$ cat config.mk
export PLATFORM = sky130hd
export DESIGN_NAME = fmrm_cell
export DESIGN_NICKNAME = d
export VERILOG_FILES = /design/src/fmrm_pkg.sv /design/src/fmrm_cell.sv
export SDC_FILE = /design/constraint.sdc
export NUM_CORES = 1
export LEC_CHECK = 0
export BUFFER_PORTS_ARGS = -buffer_cell sky130_fd_sc_hd__buf_2
export CAP_MARGIN = 10
export CORE_AREA = 3 3 85 87
export CTS_CLUSTER_DIAMETER = 80
export DETAILED_ROUTE_END_ITERATION = 6
export DIE_AREA = 0 0 88 90
export PLACE_DENSITY_LB_ADDON = 0.1
export SYNTH_ARGS = -nofsm -noshare
export SYNTH_HDL_FRONTEND = slang
export SYNTH_SLANG_ARGS = --single-unit
$ cat constraint.sdc
create_clock -name clk_i -period 5.8 [get_ports clk_i]
set_input_delay 1.74 -clock clk_i [delete_from_list [all_inputs] [get_ports clk_i]]
set_output_delay 1.74 -clock clk_i [all_outputs]
set_load 0.05 [all_outputs]
$ cat src/fmrm_pkg.sv
// Package for the sorted multiset block: request/response words, status codes,
// controller states and the control word that is broadcast to the cell row.
// No dependencies.
package fmrm_pkg;

  localparam int unsigned VAL_W  = 32;
  localparam int unsigned STAT_W = 2;
  localparam int unsigned RADIX  = 8;

  // request kinds
  localparam logic REQ_INSERT = 1'b0;
  localparam logic REQ_CLAIM  = 1'b1;

  // response status codes
  localparam logic [STAT_W-1:0] STAT_INSERTED = 2'd0;
  localparam logic [STAT_W-1:0] STAT_FULL     = 2'd1;
  localparam logic [STAT_W-1:0] STAT_MATCHED  = 2'd2;
  localparam logic [STAT_W-1:0] STAT_NO_MATCH = 2'd3;

  typedef struct packed {
    logic             req_type;
    logic [VAL_W-1:0] value;
  } fmrm_req_t;

  typedef struct packed {
    logic [STAT_W-1:0] status;
    logic [VAL_W-1:0]  matched_value;
  } fmrm_rsp_t;

  typedef enum logic [1:0] {
    ST_IDLE,
    ST_CMP,
    ST_UPD,
    ST_RED
  } fmrm_state_e;

  // control word broadcast to every cell
  typedef struct packed {
    logic             cmp;  // compare stored value against key, latch hit
    logic             ins;  // insert key, shift larger entries right
    logic             del;  // remove last hit entry, shift larger entries left
    logic [VAL_W-1:0] key;
  } fmrm_ctrl_t;

endpackage

$ cat src/fmrm_cell.sv
// One cell of the sorted row: holds one entry and its compare result, and
// trades data with its left and right neighbors on insert and remove.
// Depends on fmrm_pkg.
module fmrm_cell #(
  parameter int unsigned IDX   = 0,
  parameter int unsigned CNT_W = 11
) (
  input  logic                     clk_i,
  input  logic                     rst_ni,
  input  fmrm_pkg::fmrm_ctrl_t     ctrl_i,
  input  logic [CNT_W-1:0]         count_i,
  input  logic [fmrm_pkg::VAL_W-1:0] left_data_i,
  input  logic                     left_hit_i,
  input  logic [fmrm_pkg::VAL_W-1:0] right_data_i,
  input  logic                     right_hit_i,
  input  logic                     right_hitc_i,
  output logic [fmrm_pkg::VAL_W-1:0] data_o,
  output logic                     hit_o,
  output logic                     hitc_o,
  output logic [fmrm_pkg::VAL_W-1:0] tap_o
);

  logic [fmrm_pkg::VAL_W-1:0] data_q, data_d;
  logic                       hit_q, hit_d;
  logic                       occ;

  // occupied cells compare against the broadcast key
  assign occ    = CNT_W'(IDX) < count_i;
  assign hitc_o = occ && (data_q <= ctrl_i.key);

  // the last hit cell offers its value to the reduction tree
  assign tap_o = (hitc_o && !right_hitc_i) ? data_q : '0;

  // take key or left neighbor on insert, right neighbor on remove
  always_comb begin
    data_d = data_q;
    hit_d  = hit_q;
    if (ctrl_i.cmp) begin
      hit_d = hitc_o;
    end
    if (ctrl_i.ins && !hit_q) begin
      data_d = left_hit_i ? ctrl_i.key : left_data_i;
    end else if (ctrl_i.del && !right_hit_i) begin
      data_d = right_data_i;
    end
  end

  always_ff @(posedge clk_i or negedge rst_ni) begin
    if (!rst_ni) begin
      hit_q <= 1'b0;
    end else begin
      hit_q <= hit_d;
    end
  end

  always_ff @(posedge clk_i) begin
    data_q <= data_d;
  end

  assign data_o = data_q;
  assign hit_o  = hit_q;

endmodule

Word-level counts from Yosys, hierarchy flattened
Cells that the tools add are included.

Output and inout bits: 66. Bits in registers: 33. Logic and storage cells: 16. Bits in read-only memories: 0. Bits in latches: 0. Input bits: 115. Memories: 0. Memory bits (writable): 0.

Bitwise logic cells: 0. Mux-type cells: 4. Multiply operators: 0. Add/subtract/negate cells: 0. Eq/ne operators: 0. Div/mod/pow operators: 0. Reductions and logical operators: 8. Shifts and indexed selects: 0. Magnitude comparators: 2.

Operators by type and width (number): 32-bit two-way mux (4); 32-bit <= comparator (1); 1-bit by 11-bit < comparator with 1-bit output, first input constant (1); 1-bit logical AND (4); 1-bit zero test (3); 2-bit nonzero test (1).

Depth between registers and ports, before layout
Depth after elaboration: 4. Mapped depth: 9. Mapped depth without buffers: 7.

Worst setup path before layout
No wires, ideal clock.

Path type: in2out. From: input port ctrl_i[7] in the netlist's numbering. To: output port tap_o[1] in the netlist's numbering. Setup slack: -559 ps. Data arrival time: 4619 ps. Buffers on the path: 0. Stages: 7. Required time: 4060 ps. Path through: inv_1 > ha_1 > nand4_1 > or4_1 > a21oi_2 > a31oi_2 > nor4b_1.

Word-level cells in the longest chain between the ends: 4.

RTL lines: start, declared (line fmrm_cell.sv:10) `input fmrm_pkg::fmrm_ctrl_t ctrl_i,`; 32-bit <= comparator (line fmrm_cell.sv:29) `assign hitc_o = occ && (data_q <= ctrl_i.key);`; 1-bit logical AND (line fmrm_cell.sv:29); 1-bit logical AND (line fmrm_cell.sv:32) `assign tap_o = (hitc_o && !right_hitc_i) ? data_q : '0;`; 32-bit two-way mux (line fmrm_cell.sv:32); end, declared (line fmrm_cell.sv:20) `output logic [fmrm_pkg::VAL_W-1:0] tap_o`.

Every way passes these cells.

Worst setup path in the final report
From: input port ctrl_i[5] in the netlist's numbering. To: output port tap_o[6] in the netlist's numbering.

Same word-level chain as after synthesis.

==> reports/qor.yml <==
outcome: "finished, final reports clean"
yosys.area.top_type: "edfxtp_1"
setup_slack_ns: 0.118
fin_crit_ns: 5.68
p_total_mw: 1.15
path_clk_slew_ns: 0.07
postCtsResizedCells: 0
slew_headroom: 0.261
place_hpwl_mm: 7.20
clock_sinks: 33
drc: 0
ant_nets: 0
fmax_mhz: 176
post-cts-setup-buffers: 0
coreArea_um2: 6420
vias_per_cell: 5.33
drive_gt1_frac: 0.485
cts_tree: "yes"
final_cells: 562
grt_pass1_vias: 3093
die_y_um: 90
skew_ns: 0.00413
holdWs_ns: 0.565
track_usage: 0.229
overflow: 0
routed_wirelength_mm: 9.31
arrival_ns: 3.94
slew_violations: 0
hold_viol: 0
ys_warn_count: 0
synthTopCellsByArea: "edfxtp_1 (31%), ha_1 (13%), nor4b_2 (12%), mux2i_1 (10%), o21ai_0 (6.2%)"
synthFlopType: "edfxtp_1"
first_iter_violations: 88
cts_buffers: 5
postLayoutCellArea_um2: 4510
grt_pass1_wl_mm: 14.5
p_per_area_nw_per_um2: 255
synth_cells: 309
synth.net_count: 456
start_util: 0.481
dp_cells: 554
gp_congestion: 0.831
fin_crit_sh: 0.980
diodes: 0
setup_tns_ns: 0
dieArea_um2: 7920
synth_area_um2: 3090
cap_violations: 0
synth_cell_type_count: 37
hold_buffers: 0
ir_worst_vdd_v: 0.000209
first_pass_iters: 4
pin_count: 181
p_leak_nw: 2.25
rows: 29
ys_seq_elements: 33
synth_enable_flop_cells: 32
clk_latency_ns: 0.29
syn_to_final_growth_pct: 46.0
layout.nets: 631
synth_most_common_cell: "nand2_1"
ys_async_sr_fraction: 0.0303
finalCoreUtilization: 0.702
endpoint_kind: "primary output"
dpl-instance-area_um2: 4310
htree_levels: 2
clock-root-buffer: "clkbuf_8"
pre_cts_slack_ns: 0.0244
path_class: "in -> out"
avgSynthCellArea_um2: 9.99
die_w_um: 88
synthTopCellsByCount: "nand2_1 (39), o21ai_0 (38), inv_1 (34)"
antenna_found_initial: 0
clockBufferDepth: 2
worstSetupStartpointType: "input pin"
tightest_slew_ns: 1.11
yosysSeqAreaShare: 0.319
grt_max_degree: 66
rsz0062_at_grt: "yes"
setup_violations: 0
io_buffers: 180
hold_path_class: "reg -> reg"
n_fill_cell: 520
yosysTopAreaCellShare: 0.311
cp_max_fo: 17
required_ns: 4.06
num_vias: 2993
detail_route.wl_per_cell_um: 16.6
metal layers:
| layer | track usage | routed length, um | vias to the layer above | part of all wire |
|---|---|---|---|---|
| met2 | 0.398 | 4610 | 127 | 0.50 |
| li1 | - | - | 1492 | - |
| met4 | 0.0448 | 107 | 0 | 0.011 |
| met1 | 0.285 | 3870 | 1362 | 0.42 |
| met5 | 0 | 0 | - | 0 |
| met3 | 0.0548 | 725 | 12 | 0.078 |
state kept, by name, summed over array words and instances (netlist names):
name,flops
data_o,32
hit_o,1
where the power goes:
part | internal, mW | switching [mW]
Combinational | 0.211 | 0.400
Sequential | 0.309 | 0.0275
Clock | 0.107 | 0.0943
Total | 0.628 | 0.522
critical path, stage by stage:
cell     delay [ns]
buf_2          0.09
inv_1          0.04
ha_1           0.29
nand4_1        0.20
or4_1          0.56
a21oi_2        0.19
a31oi_4        0.09
buf_12         0.23
nor4b_4        0.20
buf_2          0.30
worst paths after layout:
kind                         endpoint  depth (start not counted)  slack [ns]  startpoint
setup / recovery             tap_o[6]                         10        0.12   ctrl_i[5]
hold / removal                  hit_o                          2        0.56       hit_o
setup reg to reg           data_o[14]                          2        3.57       hit_o
hold reg to reg                 hit_o                          2        0.56       hit_o
max in group asynchronous       hit_o                          1        4.50      rst_ni
min in group asynchronous       hit_o                          1        1.21      rst_ni
cell usage in the layout (no fill, tap or decap), types with 2 or more instances in the layout:
cell type,n
nor3_1,3
clkbuf_4,6
nand4_1,8
edfxtp_1,32
buf_6,2
nor4b_4,26
mux2i_1,32
buf_12,3
nor4b_2,4
inv_1,34
nor4_1,3
a21oi_1,13
ha_1,32
nand2_1,39
buf_2,152
nor2_1,4
buf_4,26
clkbuf_8,7
o21ai_0,37
area by class of cell:
cell class	instances	area [um2]	share of cell area
clock buffers	7	96.3	0.0214
clock inverters	1	5.00	0.00111
inverters	34	128	0.0283
multi-input cells	221	2110	0.469
flip-flops and latches	33	986	0.219
well taps	77	96.3	0.0214
repair buffers	189	1080	0.240
kinds of logic after synthesis:
logic type / count (synthesis) / share of synthesized area
compound gates: 62 / 0.118
fa+ha+maj: 32 / 0.130
buf+inv: 55 / 0.0770
mux: 32 / 0.104
flops: 33 / 0.319
simple gates: 95 / 0.252
No activity file was read; power rests on OpenSTA's default activity.
